`src/sv/gff_pkg.sv`:
```
// ----------------------------------------------------------------------------
// gff_pkg
// Shared sizes, codes, queue entry type and helpers for the grid flood fill.
// ----------------------------------------------------------------------------
package gff_pkg;

    // grid limits
    localparam int MAX_ROWS  = 64;
    localparam int MAX_COLS  = 64;
    localparam int ROW_W     = $clog2(MAX_ROWS);
    localparam int COL_W     = $clog2(MAX_COLS);
    localparam int ROW_CNT_W = $clog2(MAX_ROWS + 1);
    localparam int COL_CNT_W = $clog2(MAX_COLS + 1);

    // configuration port
    localparam int CFG_W   = 7;
    localparam int CFG_IDX_W = 1;
    localparam logic [CFG_IDX_W-1:0] REG_COLS = 1'b0;
    localparam logic [CFG_IDX_W-1:0] REG_ROWS = 1'b1;
    localparam logic [CFG_W-1:0] CFG_RESET = 7'd64;

    // cell kinds
    localparam logic [1:0] KIND_FREE   = 2'd0;
    localparam logic [1:0] KIND_WALL   = 2'd1;
    localparam logic [1:0] KIND_TARGET = 2'd2;
    localparam logic [1:0] KIND_START  = 2'd3;

    // result codes
    localparam logic [1:0] CODE_ALL     = 2'd0;
    localparam logic [1:0] CODE_MISS    = 2'd1;
    localparam logic [1:0] CODE_NOSTART = 2'd2;

    // cell queue between loader and flood engine
    localparam int Q_DEPTH = 4;
    localparam int Q_PTR_W = $clog2(Q_DEPTH);
    localparam int Q_CNT_W = $clog2(Q_DEPTH + 1);

    typedef struct packed {
        logic             store;
        logic [ROW_W-1:0] row;
        logic [COL_W-1:0] col;
        logic [1:0]       kind;
        logic             last;
        logic             seen;
        logic [ROW_W-1:0] srow;
        logic [COL_W-1:0] scol;
    } cell_entry_t;

    // size register to active count: zero acts as one, large acts as max
    function automatic logic [ROW_CNT_W-1:0] clamp_rows(input logic [CFG_W-1:0] v);
        logic [31:0] t;
        begin
            t = {{(32-CFG_W){1'b0}}, v};
            if (t == 32'd0)
                t = 32'd1;
            else if (t > MAX_ROWS)
                t = MAX_ROWS;
            return t[ROW_CNT_W-1:0];
        end
    endfunction

    function automatic logic [COL_CNT_W-1:0] clamp_cols(input logic [CFG_W-1:0] v);
        logic [31:0] t;
        begin
            t = {{(32-CFG_W){1'b0}}, v};
            if (t == 32'd0)
                t = 32'd1;
            else if (t > MAX_COLS)
                t = MAX_COLS;
            return t[COL_CNT_W-1:0];
        end
    endfunction

endpackage

```
`src/sv/gff_queue.sv`:
```
// ----------------------------------------------------------------------------
// gff_queue
// Short FIFO of cell entries between loader and flood engine.
// ----------------------------------------------------------------------------
module gff_queue (
    input  logic                        clk,
    input  logic                        rst_n,
    input  logic                        push,
    input  gff_pkg::cell_entry_t        push_entry,
    input  logic                        pop,
    output gff_pkg::cell_entry_t        head,
    output logic                        empty,
    output logic                        full,
    output logic [gff_pkg::Q_CNT_W-1:0] count
);

    localparam logic [gff_pkg::Q_CNT_W-1:0] CNT_ONE  = {{(gff_pkg::Q_CNT_W-1){1'b0}}, 1'b1};
    localparam logic [gff_pkg::Q_CNT_W-1:0] CNT_FULL = gff_pkg::Q_CNT_W'(gff_pkg::Q_DEPTH);
    localparam logic [gff_pkg::Q_PTR_W-1:0] PTR_ONE  = {{(gff_pkg::Q_PTR_W-1){1'b0}}, 1'b1};

    gff_pkg::cell_entry_t             slots [gff_pkg::Q_DEPTH];
    logic [gff_pkg::Q_PTR_W-1:0]      wr_ptr_reg, rd_ptr_reg;
    logic [gff_pkg::Q_CNT_W-1:0]      count_reg;

    assign empty = (count_reg == '0);
    assign full  = (count_reg == CNT_FULL);
    assign count = count_reg;
    assign head  = slots[rd_ptr_reg];

    // storage
    always_ff @(posedge clk)
    begin
        if (push)
            slots[wr_ptr_reg] <= push_entry;
    end

    // pointers and fill level
    always_ff @(posedge clk or negedge rst_n)
    begin
        if (!rst_n)
        begin
            wr_ptr_reg <= '0;
            rd_ptr_reg <= '0;
            count_reg  <= '0;
        end
        else
        begin
            if (push)
                wr_ptr_reg <= wr_ptr_reg + PTR_ONE;
            if (pop)
                rd_ptr_reg <= rd_ptr_reg + PTR_ONE;
            if (push && !pop)
                count_reg <= count_reg + CNT_ONE;
            else if (pop && !push)
                count_reg <= count_reg - CNT_ONE;
        end
    end

endmodule

```
`config.mk`:
```
export PLATFORM = sky130hd
export DESIGN_NAME = gff_queue
export DESIGN_NICKNAME = d
export VERILOG_FILES = /design/src/sv/gff_pkg.sv /design/src/sv/gff_queue.sv
export SDC_FILE = /design/constraint.sdc
export NUM_CORES = 1
export LEC_CHECK = 0
export BUFFER_PORTS_ARGS = -buffer_cell sky130_fd_sc_hd__buf_2
export CAP_MARGIN = 20
export CORE_AREA = 4 4 157 83
export CTS_CLUSTER_SIZE = 16
export DETAILED_ROUTE_END_ITERATION = 8
export DIE_AREA = 0 0 161 87
export GPL_TIMING_DRIVEN = 0
export PLACE_DENSITY = 0.58
export SLEW_MARGIN = 5
export SYNTH_ARGS = -nofsm -noshare
export SYNTH_HDL_FRONTEND = slang
export SYNTH_SLANG_ARGS = --single-unit
```
`constraint.sdc`:
```
create_clock -name clk -period 2.1 [get_ports clk]
set_clock_uncertainty 0.1 [all_clocks]
set_input_delay 0 -clock clk [delete_from_list [all_inputs] [get_ports clk]]
set_output_delay 0 -clock clk [all_outputs]
set_load 0.02 [all_outputs]
```
# After elaboration in Yosys (flattened, before gate mapping)
# Memories as Yosys holds them, arrays and structs flattened.
# Cells that the tools add are included.
# totals
ff_bits	7
mem_bits_rw	116
out_inout_bits	34
wordCells	19
mem_count	1
# memory_table
memory	depth	word_bits	read_ports	rd_ports_with_merged_regs	write_ports	line_no	rtl
slots	4	29	1	0	1	gff_queue.sv:21	gff_pkg::cell_entry_t slots [gff_pkg::Q_DEPTH];
# op_classes
n_addsub	4
eq_ne	1
muxes	4
n_reduce_logical	6
# ops
operator	n
$mux 3	2
$add 2x1->2 const B	2
$add 3x1->3 const B	1
$eq 3x3->1 const B	1
$logic_not 3->1	1
$sub 3x1->3 const B	1
$logic_and 1x1->1	2
$logic_not 1->1	2
$mux 1	2
$reduce_bool 2->1	1

# Longest topological paths before layout
# Gate-level depths: netlist of the first run.
# depth
word_depth	4
depth_mapped	7
ltp_nobuf	7

# Worst setup path after synthesis of the first run
# No wires, ideal clock.
# synth_timing
path_type	register -> register
startpoint	register wr_ptr_reg[0] (netlist bit)
endpoint	memory slots[0][0] (netlist bit), enable pin
setup_ns	0.389
arrival_ns	1.343
required_time_ns	1.611
setup_slack_ns	0.268
stages_incl_launch_ff	4
n_path_buf	0
synth_period_minus_slack_ns	1.832
path_cell_list	dfrtp_1 > inv_1 > ha_1 > and2_1
# synth_rtl
item	line_no	rtl
start: declaration	gff_queue.sv:22	logic [gff_pkg::Q_PTR_W-1:0] wr_ptr_reg, rd_ptr_reg;
start signal: assignment	gff_queue.sv:49	wr_ptr_reg <= wr_ptr_reg + PTR_ONE;
end: declaration	gff_queue.sv:21	
# No word-level cell before the write port.

==> out/qor.txt, run 1 <==
Fin crit share -> 89.5%
Synth unique cells -> 19
H-tree Lvls -> 4
Syn avg cell area -> 24.7 µm²
Max-cap violations -> 0
Largest net degree at the start of global routing -> 30
Largest register FFs -> 116
CTS tree -> built
DP Worst Slack -> 0.205 ns
Global-route wire length before repair -> 12,900 µm
Area Growth Syn to Fin -> 29.4%
Die Span Y -> 87 µm
RePlAce Congestion -> 0.646
Actual slew at the worst max-slew pin -> 0.840 ns
FF+latch count, synth -> 123
First-pass iteration count of the detailed router -> 4
Leak Pwr -> 2.11 nW
Unrepaired setup endpoints after global routing -> false
Clock latency on the worst-skew pair -> 0.40 ns
Initial DRC count -> 90
Synth warn -> 0
Maximum VDD drop -> 0.000749 V
Input/output buffers -> 66
Synthesized instance count -> 185
Seq/Total Area, Yosys -> 79.9%
Clock slew at reported path FFs -> 0.05 ns
Crit path DAT -> 1.78 ns
Crit path kind -> flip-flop to output pin
I/O pin count -> 67
Final setup violation count -> 0
Nets -> 342
Antenna violations before repair -> 0
Startpoint Class -> flip-flop
Crit-path max FO -> 10
Cell area after synthesis -> 4580 µm²
HPWL Detailed -> 4910 µm
Initial Util -> 39.4%
TritonCTS sink count -> 123
Num CTS Buffers -> 17
Worst slew margin -> 44.0%
Fmax -> 532 MHz
Inst Count DP -> 416
WP data required -> 2.00 ns
Deepest clock path buffer count -> 2
Final Core Density -> 50.9%
Via density -> 4.58
Fill cells -> 961
Setup bufs post-CTS -> 0
Die W -> 161 µm
All-layer global routing usage -> 12.6%
Non-Filler Instances -> 477
GR Overflow Total -> 0
Worst Setup End Kind -> output pin
Post-DRT Antenna Nets -> 0
Final hold vios -> 0
WL per Instance -> 17.0 µm
Row count -> 28
Outcome -> completed
Die footprint -> 14,000 µm²
Share of cells above drive strength 1 -> 40.1%
Core area -> 11,600 µm²
Vias in the first global route -> 2,456
DRC viols -> 0
Pins Over Slew Limit -> 0
Post-synthesis net count -> 224
Setup TNS -> 0 ns
Power density cells -> 1410 nW/µm²
Routed wire length -> 8130 µm
Vias -> 2,183
CTS root buf -> clkbuf_16
Hold_ws -> 0.250 ns
Diode count -> 0
Fin crit period -> 1.88 ns
Setup ws final -> 0.220 ns
Hold WC Path Type -> input port to flip-flop
[cell usage after synthesis]
cell type / count / area (µm²)
edfxtp_1: 116 / 3480
inv_1: 4 / 15.0
nor3b_1: 1 / 7.51
o21ai_0: 1 / 5.00
buf_2: 2 / 10.0
mux4_2: 28 / 631
ha_1: 5 / 62.6
xor2_1: 4 / 35.0
nor2_1: 1 / 3.75
mux2_2: 1 / 11.3
xnor2_1: 2 / 17.5
dfrtp_1: 7 / 175
buf_6: 3 / 33.8
fa_1: 1 / 20.0
nand2_1: 2 / 7.51
and2_1: 4 / 25.0
clkbuf_1: 1 / 3.75
nor3_1: 1 / 5.00
mux4_1: 1 / 26.3
[per-stage QoR]
step	cell area, µm²	total power [mW]
finish	5920	8.33
global route	5920	8.78
global placement	5110	5.97
CTS	5920	8.47
floorplan	4580	5.20
detailed placement	5120	6.05
[kinds of logic after synthesis]
logic type | after synthesis | synth area share, %
xor gates and xnor gates | 6 | 1.15
muxes | 30 | 14.6
and+or+nand+nor | 9 | 1.07
DFF | 123 | 79.9
adders and majority gates | 6 | 1.80
AOI/OAI and AO/OA | 1 | 0.109
buffers and inverters | 10 | 1.37
[worst max-delay path, cell delays in order (launching register included)]
cell and delay (ns):
dfrtp_1 0.44, buf_6 0.23, mux4_2 0.54, buf_2 0.18
[worst paths after layout]
kind                                           startpoint                         to  cells after the start  slack (ns)
worst max-delay path            rd_ptr_reg[0]$_DFFE_PN0P_                   head[16]                      3        0.22
worst min-delay path                       push_entry[10]     slots[2][10]$_DFFE_PP_                      2        0.25
worst max register to register  wr_ptr_reg[0]$_DFFE_PN0P_      slots[0][2]$_DFFE_PP_                      3        0.25
worst min register to register       count[2]$_DFFE_PN0P_       count[2]$_DFFE_PN0P_                      1        0.41
max in group asynchronous                           rst_n  rd_ptr_reg[1]$_DFFE_PN0P_                      3        1.17
min in group asynchronous                           rst_n  wr_ptr_reg[1]$_DFFE_PN0P_                      3        0.47
[layer usage]
metal / vias up / part of all wire [%] / track usage [%] / wire length [µm]
li1: 1012 / - / - / -
met5: - / 0 / 0 / 0
met3: 10 / 3.8 / 3.55 / 311
met2: 44 / 52 / 21.6 / 4240
met4: 0 / 1.5 / 6.73 / 124
met1: 1117 / 42 / 14.7 / 3450
[cells in the final DEF (no fill, tap or decap)]
cell type,n
clkbuf_1,4
edfxtp_1,116
nor2_1,1
xor2_1,4
nand2_1,2
buf_2,68
inv_1,4
buf_6,3
ha_1,5
clkbuf_16,17
clkinv_2,3
fa_1,1
and2_2,4
xnor2_1,2
clkinv_1,4
dlygate4sd3_1,33
nor3b_1,1
clkbuf_2,1
nor3_1,1
mux4_1,1
dfrtp_1,7
mux4_2,28
mux2_2,1
o21ai_0,1
[cell type report]
cell class              instances  area (µm²)  area share (%)
plain buffers                   6        48.8           0.824
clock buffers                  21         440            7.44
clock inverters                 7        30.0           0.507
inverters                       4        15.0           0.254
multi-input cells              52         862            14.6
flip-flops and latches        123        3660            61.8
well taps                     165         206            3.49
repair buffers                 99         661            11.2
[where the power goes]
group          switching, mW  internal, mW  total, mW  leakage [nW]
clock                  0.904          1.45       2.35         0.232
combinational           1.49          1.09       2.58         0.733
sequential             0.157          3.24       3.39          1.15
[what timing repair did]
item	in CTS	in global routing
hold endpoints to repair	128	0
gates resized for setup	0	2
hold buffers	33	0
setup endpoints to repair	0	4
Note: power is estimated with default switching activity, not from simulation.
==> inputs of run 2 (changes only) <==
--- a/config.mk
+++ b/config.mk
@@ -5,14 +5,16 @@
 export SDC_FILE = /design/constraint.sdc
 export NUM_CORES = 1
 export LEC_CHECK = 0
+export ABC_AREA = 1
 export BUFFER_PORTS_ARGS = -buffer_cell sky130_fd_sc_hd__buf_2
 export CAP_MARGIN = 20
-export CORE_AREA = 4 4 157 83
+export CORE_AREA = 4 4 165 87
 export CTS_CLUSTER_SIZE = 16
 export DETAILED_ROUTE_END_ITERATION = 8
-export DIE_AREA = 0 0 161 87
+export DIE_AREA = 0 0 169 91
 export GPL_TIMING_DRIVEN = 0
-export PLACE_DENSITY = 0.58
+export PLACE_DENSITY = 0.57
+export REMOVE_ABC_BUFFERS = 1
 export SLEW_MARGIN = 5
 export SYNTH_ARGS = -nofsm -noshare
 export SYNTH_HDL_FRONTEND = slang
==> run 2 against run 1 <==
Against the previous run: via count is 36% higher; routed wire length is 13% higher; largest power group unchanged; first-iteration DRC count is 48% higher; critical path depth increased by 2; critical path type unchanged; non-clock buffer count fell by 1; sequential power rose by 4%; worst setup slack worse by 0.048 ns; sequential cell count is the same; highest routed layer unchanged.
==> out/qor.txt, run 2 <==
Diode count -> 0 (unchanged)
Area Growth Syn to Fin -> 28.5%
Input/output buffers -> 66 (unchanged)
RePlAce Congestion -> 0.658 (+1.8%)
Fill cells -> 1,031 (+7.3%)
Synth warn -> 0 (unchanged)
Post-synth EDFFs -> 116 (unchanged)
Hold depth -> 2 (unchanged)
Crit path kind -> flip-flop to output pin
Top-count cell post-synth -> edfxtp_1
Synthesized instance count -> 386 (+110%)
Startpoint Class -> flip-flop
GRT met3 Usage -> 5.08% (+1.5 points)
Clock slew at reported path FFs -> 0.05 ns (about the same)
Routed wire length -> 9210 µm (+13%)
Vias -> 2,968 (+36%)
R2r endpoint -> slots[2][27]$_DFFE_PP_
Initial DRC count -> 133 (+48%)
Nets -> 528 (+54%)
Most used routing layer -> met2
Die W -> 169 µm (+5.0%)
Maximum VDD drop -> 0.000713 V (-4.7%)
Commonest non-fill, non-tap cell in the layout -> edfxtp_1
Worst r2r src -> wr_ptr_reg[0]$_DFFE_PN0P_
H-tree Lvls -> 4 (unchanged)
Synth area leaders -> edfxtp_1 (68%), nand2_1 (7.4%), o211ai_1 (5.6%)
Row count -> 29 (+3.6%)
Share of the synthesized area in the top cell type -> 68.3% (-7.8 points)
Max-cap violations -> 0 (unchanged)
Crit-path max FO -> 30 (+20)
Largest area contributor in the netlist -> edfxtp_1
All-layer global routing usage -> 12.8% (+0.20 points)
Vias in the first global route -> 2,955 (+20%)
Commonest non-fill, non-tap cells in the layout -> edfxtp_1 (116), nand2_1 (100), inv_1 (67)
Slowest CP cell -> dfrtp_2
Via density -> 4.42 (-3.3%)
CTS root buf -> clkbuf_16
Fmax -> 519 MHz (-2.5%)
Setup TNS -> 0 ns (unchanged)
DRC viols -> 0 (unchanged)
Crit path launch -> rd_ptr_reg[1]$_DFFE_PN0P_
Largest net degree at the start of global routing -> 82 (+170%)
Commonest cells in the netlist -> edfxtp_1 (116), nand2_1 (100), inv_1 (69)
Largest register FFs -> 116 (unchanged)
Actual slew at the worst max-slew pin -> 0.835 ns (-0.00483 ns)
Deepest clock path buffer count -> 2 (unchanged)
Worst slew margin -> 44.3% (+0.26 points)
Final setup violation count -> 0 (unchanged)
Global-route wire length before repair -> 14,900 µm (+16%)
Worst R2R Setup Slack -> 0.17 ns (-0.08 ns)
Reg2reg path depth -> 5 (+2)
Power density cells -> 1460 nW/µm² (+4.1%)
Outcome -> completed
Crit path DAT -> 1.83 ns (+0.05 ns)
Die Span Y -> 91 µm (+4.6%)
TritonCTS sink count -> 123 (unchanged)
Synth unique cells -> 20 (+1)
Seq/Total Area, Yosys -> 71.7% (-8.2 points)
Unrepaired setup endpoints after global routing -> false
CP top delay family -> buffers and inverters
WL per Instance -> 13.7 µm (-19%)
Worst Setup End Kind -> output pin
Core area -> 12,700 µm² (+8.9%)
Post-synthesis async set-or-reset flop share -> 5.69% (unchanged)
HPWL Detailed -> 5290 µm (+7.8%)
CP max stage delay -> 0.54 ns (about the same)
Hold path startpoint -> push_entry[1]
Fin crit share -> 91.8% (+2.3 points)
Final hold vios -> 0 (unchanged)
Power after layout -> 9.59 mW (+15%)
Syn avg cell area -> 13.2 µm² (-47%)
Non-Filler Instances -> 671 (+41%)
Clock latency on the worst-skew pair -> 0.41 ns (about the same)
Cell area after synthesis -> 5100 µm² (+11%)
End of the worst hold path -> slots[3][1]$_DFFE_PP_
Antenna violations before repair -> 0 (unchanged)
Die footprint -> 15,400 µm² (+9.8%)
Leak Pwr -> 2.72 nW (+29%)
FF+latch count, synth -> 123 (unchanged)
Fin crit period -> 1.93 ns (+0.0475 ns)
WP data required -> 2.00 ns (about the same)
Initial Util -> 40.3% (+0.91 points)
I/O pin count -> 67 (unchanged)
CTS tree -> built
CP bufs+invs -> 3 (+1)
Pins Over Slew Limit -> 0 (unchanged)
Post-DRT Antenna Nets -> 0 (unchanged)
GR Overflow Total -> 0 (unchanged)
Num CTS Buffers -> 17 (unchanged)
Post-synth top flop -> edfxtp_1
Crit-path cells -> buf_16, inv_8, o211ai_1, nand2_1, buf_2
GR Util met2 -> 20.0% (-1.5 points)
Share of cells above drive strength 1 -> 24.4% (-16 points)
Hold WC Path Type -> input port to flip-flop
Inst Count DP -> 606 (+46%)
Met1 usage -> 16.1% (+1.3 points)
First-pass iteration count of the detailed router -> 4 (unchanged)
-- run 2: worst max path at each step --
stage | endpoint | slack (ns) | depth (start not counted)
2_1_floorplan | rd_ptr_reg[1]$_DFFE_PN0P_ | -0.83 | 2
3_3_place_gp | head[18] | -1.79 | 3
3_5_place_dp | head[7] | -0.07 | 5
4_1_cts | head[11] | 0.04 | 5
5_1_grt | slots[2][27]$_DFFE_PP_ | 0.008 | 5
6_report | head[7] | 0.17 | 5
-- run 2: area by class of cell --
type | count | area (µm²) | share of cell area, %
clock inverter | 11 | 128 | 1.95
multi-input combinational | 173 | 1050 | 16.1
timing repair buffer | 104 | 786 | 12.0
clock buffer | 20 | 437 | 6.67
sequential | 123 | 3660 | 55.9
tap | 170 | 213 | 3.25
inverter | 70 | 270 | 4.13
-- run 2: repair_timing --
item	CTS	global route
buffers inserted	0	1
gates resized for setup	3	1
cloned	0	0
endpoints found under the hold margin	129	0
hold buffers	33	0
setup endpoints to repair	29	22
pin swaps	0	0
-- run 2: power by group --
group	total (mW)	switching, mW	internal (mW)	leakage [nW]
clock network	2.78	0.947	1.83	0.282
registers	3.52	0.277	3.24	1.15
logic	3.29	2.15	1.14	1.29
total	9.59	3.37	6.22	2.72
-- run 2: through the flow --
stage | hold slack (ns) | cell area [µm²] | worst slack [ns] | util (%)
after floorplan | -0.396 | 4980 | -0.826 | -
after detailed placement | -0.248 | 5630 | -0.0654 | 44.5
after global placement | -0.251 | 5520 | -1.79 | 43.6
after CTS | 0.215 | 6530 | 0.0386 | 51.6
after global routing | 0.234 | 6550 | 0.00765 | 51.7
final | 0.239 | 6550 | 0.172 | 51.7
-- run 2: routing by layer --
metal	share of wire, %	vias up
li1	-	1540
met1	46	1364
met2	48	57
met3	5.3	7
met4	0.87	0
met5	0	-
-- run 2: logic make-up after synthesis --
| logic type | count (synthesis) | share of synthesized area [%] |
|---|---|---|
| adder cells (fa/ha/maj) | 6 | 1.62 |
| AND/OR/NAND/NOR | 104 | 7.78 |
| flip-flops | 123 | 71.7 |
| XOR/XNOR | 4 | 0.687 |
| AO/OA/AOI/OAI | 59 | 10.6 |
| buffers and inverters | 90 | 7.58 |
