===== src/sv/gff_pkg.sv =====
// ----------------------------------------------------------------------------
// gff_pkg
// Shared sizes, codes, queue entry type and helpers for the grid flood fill.
// ----------------------------------------------------------------------------
package gff_pkg;

    // grid limits
    localparam int MAX_ROWS  = 64;
    localparam int MAX_COLS  = 64;
    localparam int ROW_W     = $clog2(MAX_ROWS);
    localparam int COL_W     = $clog2(MAX_COLS);
    localparam int ROW_CNT_W = $clog2(MAX_ROWS + 1);
    localparam int COL_CNT_W = $clog2(MAX_COLS + 1);

    // configuration port
    localparam int CFG_W   = 7;
    localparam int CFG_IDX_W = 1;
    localparam logic [CFG_IDX_W-1:0] REG_COLS = 1'b0;
    localparam logic [CFG_IDX_W-1:0] REG_ROWS = 1'b1;
    localparam logic [CFG_W-1:0] CFG_RESET = 7'd64;

    // cell kinds
    localparam logic [1:0] KIND_FREE   = 2'd0;
    localparam logic [1:0] KIND_WALL   = 2'd1;
    localparam logic [1:0] KIND_TARGET = 2'd2;
    localparam logic [1:0] KIND_START  = 2'd3;

    // result codes
    localparam logic [1:0] CODE_ALL     = 2'd0;
    localparam logic [1:0] CODE_MISS    = 2'd1;
    localparam logic [1:0] CODE_NOSTART = 2'd2;

    // cell queue between loader and flood engine
    localparam int Q_DEPTH = 4;
    localparam int Q_PTR_W = $clog2(Q_DEPTH);
    localparam int Q_CNT_W = $clog2(Q_DEPTH + 1);

    typedef struct packed {
        logic             store;
        logic [ROW_W-1:0] row;
        logic [COL_W-1:0] col;
        logic [1:0]       kind;
        logic             last;
        logic             seen;
        logic [ROW_W-1:0] srow;
        logic [COL_W-1:0] scol;
    } cell_entry_t;

    // size register to active count: zero acts as one, large acts as max
    function automatic logic [ROW_CNT_W-1:0] clamp_rows(input logic [CFG_W-1:0] v);
        logic [31:0] t;
        begin
            t = {{(32-CFG_W){1'b0}}, v};
            if (t == 32'd0)
                t = 32'd1;
            else if (t > MAX_ROWS)
                t = MAX_ROWS;
            return t[ROW_CNT_W-1:0];
        end
    endfunction

    function automatic logic [COL_CNT_W-1:0] clamp_cols(input logic [CFG_W-1:0] v);
        logic [31:0] t;
        begin
            t = {{(32-CFG_W){1'b0}}, v};
            if (t == 32'd0)
                t = 32'd1;
            else if (t > MAX_COLS)
                t = MAX_COLS;
            return t[COL_CNT_W-1:0];
        end
    endfunction

endpackage


===== src/sv/gff_front.sv =====
// ----------------------------------------------------------------------------
// gff_front
// Cell loader: tracks the row-major load position, finds the first start
// cell and pushes one queue entry per accepted cell.
// ----------------------------------------------------------------------------
module gff_front (
    input  logic                          clk,
    input  logic                          rst_n,
    input  logic                          start,
    input  logic [1:0]                    cell_kind,
    input  logic                          last_cell,
    input  logic [gff_pkg::ROW_CNT_W-1:0] rows,
    input  logic [gff_pkg::COL_CNT_W-1:0] cols,
    input  logic                          q_full,
    output logic                          busy,
    output logic                          push,
    output gff_pkg::cell_entry_t          entry
);

    localparam logic [gff_pkg::ROW_CNT_W-1:0] ROW_ONE = {{(gff_pkg::ROW_CNT_W-1){1'b0}}, 1'b1};
    localparam logic [gff_pkg::COL_CNT_W-1:0] COL_ONE = {{(gff_pkg::COL_CNT_W-1){1'b0}}, 1'b1};

    logic [gff_pkg::ROW_CNT_W-1:0] load_row_reg, load_row_next;
    logic [gff_pkg::COL_CNT_W-1:0] load_col_reg, load_col_next;
    logic                          seen_reg, seen_next;
    logic [gff_pkg::ROW_W-1:0]     srow_reg, srow_next;
    logic [gff_pkg::COL_W-1:0]     scol_reg, scol_next;

    logic [gff_pkg::ROW_CNT_W-1:0] lr;
    logic [gff_pkg::COL_CNT_W-1:0] lc;
    logic [gff_pkg::ROW_W-1:0]     cell_row;
    logic [gff_pkg::COL_W-1:0]     cell_col;
    logic                          store;

    assign busy = q_full;
    assign push = start && !q_full;

    // position update for one cell
    always_comb
    begin
        lr        = load_row_reg;
        lc        = load_col_reg;
        seen_next = seen_reg;
        srow_next = srow_reg;
        scol_next = scol_reg;
        cell_row  = '0;
        cell_col  = '0;
        if (lc >= cols)
        begin
            lc = '0;
            if (lr < rows)
                lr = lr + ROW_ONE;
        end
        store = (lr < rows);
        if (store)
        begin
            cell_row = lr[gff_pkg::ROW_W-1:0];
            cell_col = lc[gff_pkg::COL_W-1:0];
            if (cell_kind == gff_pkg::KIND_START && !seen_reg)
            begin
                seen_next = 1'b1;
                srow_next = cell_row;
                scol_next = cell_col;
            end
            lc = lc + COL_ONE;
            if (lc >= cols)
            begin
                lc = '0;
                lr = lr + ROW_ONE;
            end
        end
        load_row_next = last_cell ? '0 : lr;
        load_col_next = last_cell ? '0 : lc;

        entry.store = store;
        entry.row   = cell_row;
        entry.col   = cell_col;
        entry.kind  = cell_kind;
        entry.last  = last_cell;
        entry.seen  = seen_next;
        entry.srow  = srow_next;
        entry.scol  = scol_next;
    end

    // load state
    always_ff @(posedge clk or negedge rst_n)
    begin
        if (!rst_n)
        begin
            load_row_reg <= '0;
            load_col_reg <= '0;
            seen_reg     <= 1'b0;
            srow_reg     <= '0;
            scol_reg     <= '0;
        end
        else if (push)
        begin
            load_row_reg <= load_row_next;
            load_col_reg <= load_col_next;
            seen_reg     <= last_cell ? 1'b0 : seen_next;
            srow_reg     <= srow_next;
            scol_reg     <= scol_next;
        end
    end

endmodule


===== config.mk =====
export PLATFORM = sky130hd
export DESIGN_NAME = gff_front
export DESIGN_NICKNAME = d
export VERILOG_FILES = /design/src/sv/gff_pkg.sv /design/src/sv/gff_front.sv
export SDC_FILE = /design/constraint.sdc
export NUM_CORES = 1
export LEC_CHECK = 0
export BUFFER_PORTS_ARGS = -buffer_cell sky130_fd_sc_hd__buf_2
export CORE_ASPECT_RATIO = 1.4
export CORE_MARGIN = 1
export CORE_UTILIZATION = 55
export DETAILED_ROUTE_END_ITERATION = 10
export GPL_TIMING_DRIVEN = 1
export HOLD_SLACK_MARGIN = 0.12
export PLACE_DENSITY = 0.8
export SYNTH_ARGS = -nofsm -noshare
export SYNTH_HDL_FRONTEND = slang
export SYNTH_SLANG_ARGS = --single-unit

===== constraint.sdc =====
create_clock -name clk -period 10.45 [get_ports clk]
set_clock_uncertainty 0.2 [all_clocks]
set_input_delay 3.135 -clock clk [delete_from_list [all_inputs] [get_ports clk]]
set_output_delay 3.135 -clock clk [all_outputs]
set_load 0.02 [all_outputs]

# [After elaboration in Yosys (flattened, before gate mapping)]
# Index checks and enable logic that the tools add are counted.
[classes] addsub=3 muxes=18 n_lt_le_gt_ge=4 reduce_logical=4 eq_ne=1 n_shift=0 n_mul=0 bitwise_logic=0 div=0
[ops] operator="two-way mux 7 bit" n=9
[ops] operator="two-way mux 6 bit" n=6
[ops] operator="adder 7 x 1 -> 7 bit (second input constant)" n=3
[ops] operator=">= comparator 7 bit" n=2
[ops] operator="< comparator 7 bit" n=2
[ops] operator="two-way mux 1 bit" n=3
[ops] operator="== test 2 bit (second input constant)" n=1
[ops] operator="logical AND 1 bit" n=2
[ops] operator="logical NOT 1 bit" n=2
[word_totals] mem_bits_rw=0 inputBits=21 word_cells=35 mem_count=0 out_inout_bits=31 mem_bits_ro=0 regBits=27 latch_bits=0

# [Depth between registers and ports, before layout]
# Gate-level depths: netlist (run 1).
[depth] depth_word=7 depth_mapped=23 mapped_depth_nobuf=19

# [Least setup slack after synthesis (run 1)]
# OpenSTA, ideal clock, no wires.
[synth_timing] path_kind="input-to-output" startpoint="input port cols[4] (netlist name)" endpoint="output port entry[10] (netlist name)" n_path_buf=4 required_ns=7.115 t_arrival_ns=7.203 cell_stages=20 path_slack_ns=-0.088 path_cell_list="inv_1 > ha_1 > a21o_1 > a211o_1 > a41oi_2 > nor3_1 > clkbuf_1 > nand2_1 > xor2_1 > inv_1 > ha_1 > a211oi_1 > nor2_1 > or3_1 > o31a_1 > buf_2 > or3_1 > buf_2 > clkbuf_1 > o21ai_0"
[synth_lines] element="start, declared" line="gff_front.sv:13" rtl="input logic [gff_pkg::COL_CNT_W-1:0] cols,"
[synth_lines] element="end, declared" line="gff_front.sv:17" rtl="output gff_pkg::cell_entry_t entry"

==> results of run 1 <==
[layout by cell type, fill, tap and decap left out, drive strengths merged, types with 2 or more instances in the layout]
master / instances
buf: 63
nand2: 33
nor2: 30
ha: 28
dfrtp: 27
o21ai: 24
inv: 23
a21oi: 16
o31ai: 9
xor2: 8
nand4: 8
a22o: 6
and3: 5
nand3: 5
mux2: 5
nand2b: 4
a31oi: 4
nor3: 4
xnor2: 4
a21o: 3
and2: 3
a31o: 3
clkbuf: 3
and4: 2
o31a: 2
o21a: 2
a32o: 2
nor4: 2
or3: 2
mux2i: 2
[worst paths after layout]
path,endpoint,slack [ns],cells after the start
max in group asynchronous,scol_reg[2],6.98,1
setup / recovery,entry[8],0.18,19
hold / removal,scol_reg[0],0.31,1
hold reg to reg,scol_reg[0],0.31,1
setup reg to reg,srow_reg[2],5.40,17
min in group asynchronous,load_row_reg[3],2.66,1
[area by class of cell]
type	instances	area share (%)
Multi-Input combinational cell	231	56.0
Sequential cell	27	23.8
Timing Repair Buffer	63	12.6
Inverter	24	3.18
Tap cell	60	2.65
Clock buffer	3	1.46
Clock inverter	1	0.265
[metrics by stage]
step / setup TNS, ns / hold WS [ns] / std cells / util (%)
finish: 0 / 0.310 / 409 / 66.4
CTS: 0 / 0.307 / 409 / 65.7
detailed placement: 0 / 0.284 / 405 / 64.5
global route: 0 / 0.345 / 409 / 66.4
global placement: 0 / 0.278 / 405 / 64.5
floorplan: -0.265 / 0.261 / 304 / -
[synth_stat cells (2+ instances only)]
library cell / instances / share of area (%)
sky130_fd_sc_hd__or3_1: 2 / 0.51
sky130_fd_sc_hd__o21ai_0: 20 / 4.1
sky130_fd_sc_hd__o21a_1: 2 / 0.61
sky130_fd_sc_hd__buf_4: 6 / 1.8
sky130_fd_sc_hd__a31oi_1: 4 / 1.0
sky130_fd_sc_hd__ha_1: 28 / 14
sky130_fd_sc_hd__o21ai_1: 4 / 0.81
sky130_fd_sc_hd__buf_2: 4 / 0.81
sky130_fd_sc_hd__nand3_1: 5 / 1.0
sky130_fd_sc_hd__nor3_1: 4 / 0.81
sky130_fd_sc_hd__a32o_1: 2 / 0.81
sky130_fd_sc_hd__clkbuf_1: 8 / 1.2
sky130_fd_sc_hd__a31o_2: 3 / 1.1
sky130_fd_sc_hd__buf_6: 2 / 0.91
sky130_fd_sc_hd__nand2b_1: 4 / 1.0
sky130_fd_sc_hd__mux2i_1: 2 / 0.81
sky130_fd_sc_hd__nand4_1: 8 / 2.0
sky130_fd_sc_hd__and3_1: 5 / 1.3
sky130_fd_sc_hd__mux2_4: 2 / 1.2
sky130_fd_sc_hd__o31a_1: 2 / 0.71
sky130_fd_sc_hd__dfrtp_1: 27 / 27
sky130_fd_sc_hd__a21oi_1: 16 / 3.3
sky130_fd_sc_hd__o31ai_1: 9 / 2.7
sky130_fd_sc_hd__a22o_1: 6 / 2.1
sky130_fd_sc_hd__xor2_1: 8 / 2.8
sky130_fd_sc_hd__and2_1: 3 / 0.76
sky130_fd_sc_hd__mux2_2: 3 / 1.4
sky130_fd_sc_hd__nor2_1: 30 / 4.6
sky130_fd_sc_hd__and4_1: 2 / 0.71
sky130_fd_sc_hd__xnor2_1: 4 / 1.4
sky130_fd_sc_hd__inv_1: 23 / 3.5
sky130_fd_sc_hd__a21o_1: 3 / 0.91
sky130_fd_sc_hd__nand2_1: 33 / 5.0
sky130_fd_sc_hd__buf_1: 2 / 0.30
[power breakdown]
| part | switching, mW | total, mW | internal (mW) | leakage [nW] |
|---|---|---|---|---|
| logic | 0.116 | 0.194 | 0.0782 | 1.15 |
| registers | 0.0230 | 0.147 | 0.124 | 0.358 |
| clock network | 0.0368 | 0.0639 | 0.0272 | 0.0217 |
| total | 0.176 | 0.405 | 0.229 | 1.53 |
[timing repair]
action	in CTS	in global routing
resized for setup	0	7
endpoints found under the setup margin	0	12
hold buffers	0	0
[logic make-up after synthesis]
group	count (synthesis)	share of synthesized area [%]
and+or+nand+nor	101	19.4
xor gates and xnor gates	12	4.27
DFF	27	27.4
muxes	7	3.40
AOI/OAI and AO/OA	83	22.6
adders and majority gates	28	14.2
buffers and inverters	46	8.74
[routing by layer]
layer	global-route usage, %	vias up
li1	-	1172
met1	30.5	1118
met2	49.3	58
met3	2.23	16
met4	10.7	0
met5	0	-
[worst max-delay path: cells and delay by family]
kind                     cells  cell delay, ns
AND/OR/NAND/NOR              5            1.15
AO/OA/AOI/OAI                5            1.00
adder cells (fa/ha/maj)      2            0.63
buffers and inverters        5            0.54
multiplexers                 1            0.29
XOR/XNOR                     1            0.18
==> insert_results.sql, run 1 <==
INSERT INTO impl_metrics (metric_group, metric, value, unit) VALUES
('routing', 'first_pass_drt_iterations', '4', ''),
('final_layout', 'nFillCells', '402', ''),
('yosys', 'synthesis.instances', '304', ''),
('critical_path', 'timing_worst_setup_path_type', 'input port to primary output', ''),
('final_layout', 'design_area', '0.00284', 'mm2'),
('yosys', 'flip_flop_and_latch_count_after_synthesis', '27', ''),
('grt', 'number_of_global_route_vias_before_repair', '2205', ''),
('yosys', 'post_synth_num_cell_types', '52', ''),
('placed_design', 'dp.final_hpwl', '4690', 'um'),
('yosys', 'synth-seq-area-share', '27.4', '%'),
('timing', 'maxClockFrequency', '0.0974', 'GHz'),
('floorplanning', 'chipHeight', '81.2', 'um'),
('min_path', 'worstHoldPathType', 'flop to flop', ''),
('routing', 'dr_total_vias', '2364', ''),
('clock_network', 'cts_made_buffers', '3', ''),
('timing', 'slew_headroom', '29.0', '%'),
('routing', 'met2_length', '3190', 'um'),
('yosys', 'synth_async_sr_flop_share', '100', '%'),
('timing', 'finalWorstPathRequiredPeriod', '10.27', 'ns'),
('floorplanning', 'die_area', '0.00475', 'mm2'),
('routing', 'met1Wirelength', '2470', 'um'),
('floorplanning', 'core-area', '0.00427', 'mm2'),
('critical_path', 'critical_path_arrival', '6.94', 'ns'),
('job', 'drv.max_cap_violation_count', '0', ''),
('critical_path', 'crit_start', 'cols[4]', ''),
('routing', 'via_per_inst', '5.78', ''),
('critical_path', 'worstReg2RegStart', 'load_col_reg[0]', ''),
('yosys', 'post_syn_nets', '353', ''),
('final_layout', 'layout-drive-gt1-share', '23.5', '%'),
('pwr', 'power.ir.vdd_worst', '0.115', 'mV'),
('clock_network', 'clk_path_buf_depth', '2', ''),
('placed_design', 'placement_stage_cell_area', '0.00276', 'mm2'),
('grt', 'grt.total_usage', '26.4', '%'),
('outcome', 'run_status', 'complete, no violations', ''),
('clock_network', 'ctsHtreeMaxLevel', '1', ''),
('critical_path', 'worst_setup_path_start_kind', 'input port', ''),
('critical_path', 'slowest_cell_on_crit_path', 'sky130_fd_sc_hd__or3_4', ''),
('final_layout', 'multiInputGateArea', '0.00159', 'mm2'),
('final_layout', 'insertedDiodeCount', '0', ''),
('pwr', 'leakage', '1.53', 'nW'),
('routing', 'iteration_0_drc_markers', '109', ''),
('timing', 'hold_viol', '0', ''),
('floorplanning', 'initial_utilization', '57.6', '%'),
('routing', 'detail_route.drc_violations', '0', ''),
('grt', 'wire_length_of_the_first_global_routing_pass', '9680', 'um'),
('yosys', 'syn_area', '0.00246', 'mm2'),
('critical_path', 'cp_data_required_time', '7.12', 'ns'),
('floorplanning', 'boundaryPins', '52', ''),
('clock_network', 'clkLatencyLatePin', '0.28', 'ns'),
('critical_path', 'timing.critical_path.fanout_max', '31', ''),
('routing', 'final_antenna_net_count', '0', ''),
('pwr', 'total_power', '405', 'uW'),
('clock_network', 'post-cts-setup-buffers', '0', ''),
('final_layout', 'area_added_between_synthesis_and_finish', '15.1', '%'),
('timing', 'slew_violations', '0', ''),
('clock_network', 'cts.sinks', '27', ''),
('grt', 'overflow', '0', ''),
('routing', 'wl', '5990', 'um'),
('yosys', 'postSynthAreaPerCell', '8.10', 'um2'),
('routing', 'top_layer', 'met4', ''),
('min_path', 'min-delay-start', 'scol_reg[0]', ''),
('clock_network', 'tritoncts_clock_tree', 'yes', ''),
('timing', 'actual_slew_at_the_worst_max_slew_pin', '1.06', 'ns'),
('critical_path', 'cp_cell_sequence', 'buf_2 > inv_1 > ha_1 > a21o_1 > a211o_1 > a41oi_2 > nor3_1 > and4_1 > xnor2_2 > inv_1 > ha_1 > o21ai_0 > nor2_1 > or3_1 > o31a_1 > or3_4 > buf_12 > mux2_4 > buf_2', ''),
('clock_network', 'cts_root_buffer', 'sky130_fd_sc_hd__clkbuf_8', ''),
('yosys', 'ys.flop_type', 'sky130_fd_sc_hd__dfrtp_1', ''),
('critical_path', 'max_stage_delay', '0.39', 'ns'),
('yosys', 'synth_edf_count', '0', ''),
('timing', 'setup_ws', '0.178', 'ns'),
('clock_network', 'clkSlewWorstSetupHoldPaths', '0.10', 'ns'),
('routing', 'wl_met3', '170', 'um');
(Power assumes the default switching activity.)
==> run 2, diff against run 1 <==
--- a/config.mk
+++ b/config.mk
@@ -6,8 +6,7 @@
 export NUM_CORES = 1
 export LEC_CHECK = 0
 export BUFFER_PORTS_ARGS = -buffer_cell sky130_fd_sc_hd__buf_2
-export CORE_ASPECT_RATIO = 1.4
-export CORE_MARGIN = 1
+export CORE_MARGIN = 1.5
 export CORE_UTILIZATION = 55
 export DETAILED_ROUTE_END_ITERATION = 10
 export GPL_TIMING_DRIVEN = 1
==> run 2 against run 1 <==
  * Routed wire length up 3.3%
  * Sequential power about the same
  * Clock power down 0.6%
  * Total power up 0.47%
  * Worst setup slack worse by 0.018 ns
  * Flip-flop and latch count unchanged
  * Non-clock buffer count unchanged
  * Hold slack better by 0.0086 ns
  * Core utilization down 0.65 points
  * Count of clock-buffer cells in the layout unchanged
  * First-iteration DRC count up 17%
  * Via count up 0.21%
==> insert_results.sql, run 2 (synthesized netlist as in run 1, its figures left out) <==
INSERT INTO impl_metrics (metric_group, metric, value, unit) VALUES
('floorplanning', 'core.rowCount', '24', ''),
('timing', 'slew_headroom', '27.2', '%'),
('critical_path', 'timing_worst_setup_path_type', 'input port to primary output', ''),
('grt', 'met2_use_gr', '42.1', '%'),
('pwr', 'total_power', '407', 'uW'),
('placed_design', 'dp.final_hpwl', '4740', 'um'),
('final_layout', 'area_added_between_synthesis_and_finish', '15.3', '%'),
('timing', 'slew_violations', '0', ''),
('pwr', 'clockPowerShare', '15.6', '%'),
('grt', 'overflow', '0', ''),
('routing', 'avgRoutedWirePerCell', '15.4', 'um'),
('grt', 'use_met3', '3.03', '%'),
('critical_path', 'critical_path_arrival', '6.95', 'ns'),
('outcome', 'run_status', 'complete, no violations', ''),
('floorplanning', 'die_x', '69.9', 'um'),
('timing', 'hold-worst-slack', '0.318', 'ns'),
('clock_network', 'cts_root_buffer', 'sky130_fd_sc_hd__clkbuf_8', ''),
('clock_network', 'cts.sinks', '27', ''),
('final_layout', 'design_area', '0.00284', 'mm2'),
('timing', 'actual_slew_at_the_worst_max_slew_pin', '1.08', 'ns'),
('clock_network', 'ctsHtreeMaxLevel', '1', ''),
('grt', 'largest_net_degree_at_the_start_of_global_routing', '32', ''),
('critical_path', 'timing.critical_path.fanout_max', '31', ''),
('placed_design', 'placement_stage_cell_area', '0.00275', 'mm2'),
('critical_path', 'critPathCaptureType', 'primary output', ''),
('floorplanning', 'die_area', '0.00489', 'mm2'),
('routing', 'detail_route.drc_violations', '0', ''),
('routing', 'wl', '6190', 'um'),
('placed_design', 'gpl.final_weighted_congestion', '0.935', ''),
('critical_path', 'worst_setup_path_start_kind', 'input port', ''),
('floorplanning', 'initial_utilization', '57.0', '%'),
('routing', 'final_antenna_net_count', '0', ''),
('timing', 'finalWorstPathRequiredPeriod', '10.29', 'ns'),
('pwr', 'leakage', '1.52', 'nW'),
('final_layout', 'nFillCells', '394', ''),
('final_layout', 'storage_cell_area', '676', 'um2'),
('grt', 'most_used_layer_global_route', 'met2', ''),
('timing', 'maxClockFrequency', '0.0972', 'GHz'),
('pwr', 'switching_power', '178', 'uW'),
('pwr', 'switching_share', '43.7', '%'),
('pwr', 'p_seq_share', '36.3', '%'),
('routing', 'dr_total_vias', '2369', ''),
('clock_network', 'ctsHoldBuffers', '0', ''),
('routing', 'first_pass_drt_iterations', '4', ''),
('clock_network', 'clk_path_buf_depth', '2', ''),
('grt', 'grt.total_usage', '25.4', '%'),
('final_layout', 'multiInputGateArea', '0.00160', 'mm2'),
('grt', 'grt_antenna_before_repair', '0', ''),
('job', 'drv.max_cap_violation_count', '0', ''),
('critical_path', 'cp_data_required_time', '7.12', 'ns'),
('grt', 'number_of_global_route_vias_before_repair', '2220', ''),
('clock_network', 'tritoncts_clock_tree', 'yes', ''),
('final_layout', 'insertedDiodeCount', '0', ''),
('timing', 'setup-violations-final', '0', ''),
('min_path', 'worstHoldPathType', 'flop to flop', ''),
('placed_design', 'buffer_ports.inserted', '51', ''),
('grt', 'wire_length_of_the_first_global_routing_pass', '10200', 'um'),
('grt', 'grt.met1_usage', '35.7', '%'),
('floorplanning', 'chipHeight', '69.9', 'um'),
('pwr', 'internal-power', '229', 'uW'),
('clock_network', 'clkSlewWorstSetupHoldPaths', '0.10', 'ns'),
('final_layout', 'layout.nets', '399', ''),
('pwr', 'power.ir.vdd_worst', '0.0683', 'mV'),
('pwr', 'pwr_density_cell', '143', 'mW/mm2'),
('timing', 'final_min_period_over_clock_period', '98.5', '%'),
('floorplanning', 'core-area', '0.00432', 'mm2'),
('clock_network', 'clkLatencyLatePin', '0.28', 'ns'),
('final_layout', 'leading_cell_type_in_the_layout_fill_and_taps_excluded', 'sky130_fd_sc_hd__buf_2', ''),
('clock_network', 'cts_made_buffers', '3', ''),
('pwr', 'power_frac_comb', '48.1', '%'),
('final_layout', 'layout.cells.most_common_list', '51 x sky130_fd_sc_hd__buf_2, 33 x sky130_fd_sc_hd__nand2_1, 30 x sky130_fd_sc_hd__nor2_1', ''),
('timing', 'timing.setup.tns', '0', 'ns'),
('routing', 'via_per_inst', '5.91', ''),
('routing', 'iteration_0_drc_markers', '127', ''),
('timing', 'hold_viol', '0', ''),
('floorplanning', 'boundaryPins', '52', ''),
('final_layout', 'layout-drive-gt1-share', '24.9', '%');
==> run 2: cell counts in the layout (fill, tap and decap cells not counted) <==
Identical to the previous run, type by type.
==> run 2: path summary, 6_finish.rpt <==
path                       slack (ns)            start              end  depth (start not counted)
hold / removal                   0.32      scol_reg[4]      scol_reg[4]                          2
hold reg to reg                  0.32      scol_reg[4]      scol_reg[4]                          2
setup / recovery                 0.16          cols[4]         entry[6]                         19
min in group asynchronous        2.67            rst_n  load_row_reg[5]                          1
max in group asynchronous        6.95            rst_n  load_col_reg[2]                          1
setup reg to reg                 5.31  load_col_reg[0]      srow_reg[2]                         17
==> run 2: power by group through the flow <==
stage	Combinational, mW	Clock, mW	Sequential (mW)
after floorplan	0.149	0	0.137
after global placement	0.189	0	0.148
final	0.196	0.0635	0.148
after detailed placement	0.194	0	0.149
after global routing	0.221	0.0678	0.150
after CTS	0.195	0.0640	0.146
==> run 2: metal layers <==
layer	up-vias	share of wire (%)
li1	1169	-
met1	1116	46
met2	78	48
met3	6	4.8
met4	0	0.71
met5	-	0
==> run 2: stage by stage <==
stage | std cells | setup slack, ns | util [%]
after floorplan | 304 | -0.0885 | -
after global placement | 396 | 0.0781 | 63.7
after detailed placement | 396 | 0.0189 | 63.7
after CTS | 400 | 0.00577 | 64.8
after global routing | 401 | -0.0186 | 65.7
final | 401 | 0.161 | 65.7
==> run 2: critical path: stages <==
cell	delay, ns
sky130_fd_sc_hd__buf_2	0.07
sky130_fd_sc_hd__inv_1	0.04
sky130_fd_sc_hd__ha_1	0.31
sky130_fd_sc_hd__a21o_1	0.18
sky130_fd_sc_hd__a211o_1	0.29
sky130_fd_sc_hd__a41oi_2	0.26
sky130_fd_sc_hd__nor3_2	0.12
sky130_fd_sc_hd__and4_4	0.22
sky130_fd_sc_hd__xnor2_2	0.20
sky130_fd_sc_hd__inv_2	0.09
sky130_fd_sc_hd__ha_1	0.29
sky130_fd_sc_hd__o21ai_0	0.16
sky130_fd_sc_hd__nor2_1	0.07
sky130_fd_sc_hd__or3_1	0.35
sky130_fd_sc_hd__o31a_1	0.14
sky130_fd_sc_hd__or3_4	0.39
sky130_fd_sc_hd__buf_12	0.17
sky130_fd_sc_hd__mux2_4	0.30
sky130_fd_sc_hd__buf_2	0.16
==> run 2: final cells by class <==
cell class	instances	share of cell area, %
Timing Repair Buffer	63	12.6
Sequential cell	27	23.8
Clock inverter	1	0.264
Tap cell	52	2.29
Inverter	24	3.17
Multi-Input combinational cell	231	56.5
Clock buffer	3	1.45
==> run 2: what timing repair did <==
action                                  in CTS  in global routing
buffers inserted                             0                  1
gates resized for setup                      0                  9
endpoints found under the setup margin       0                 12
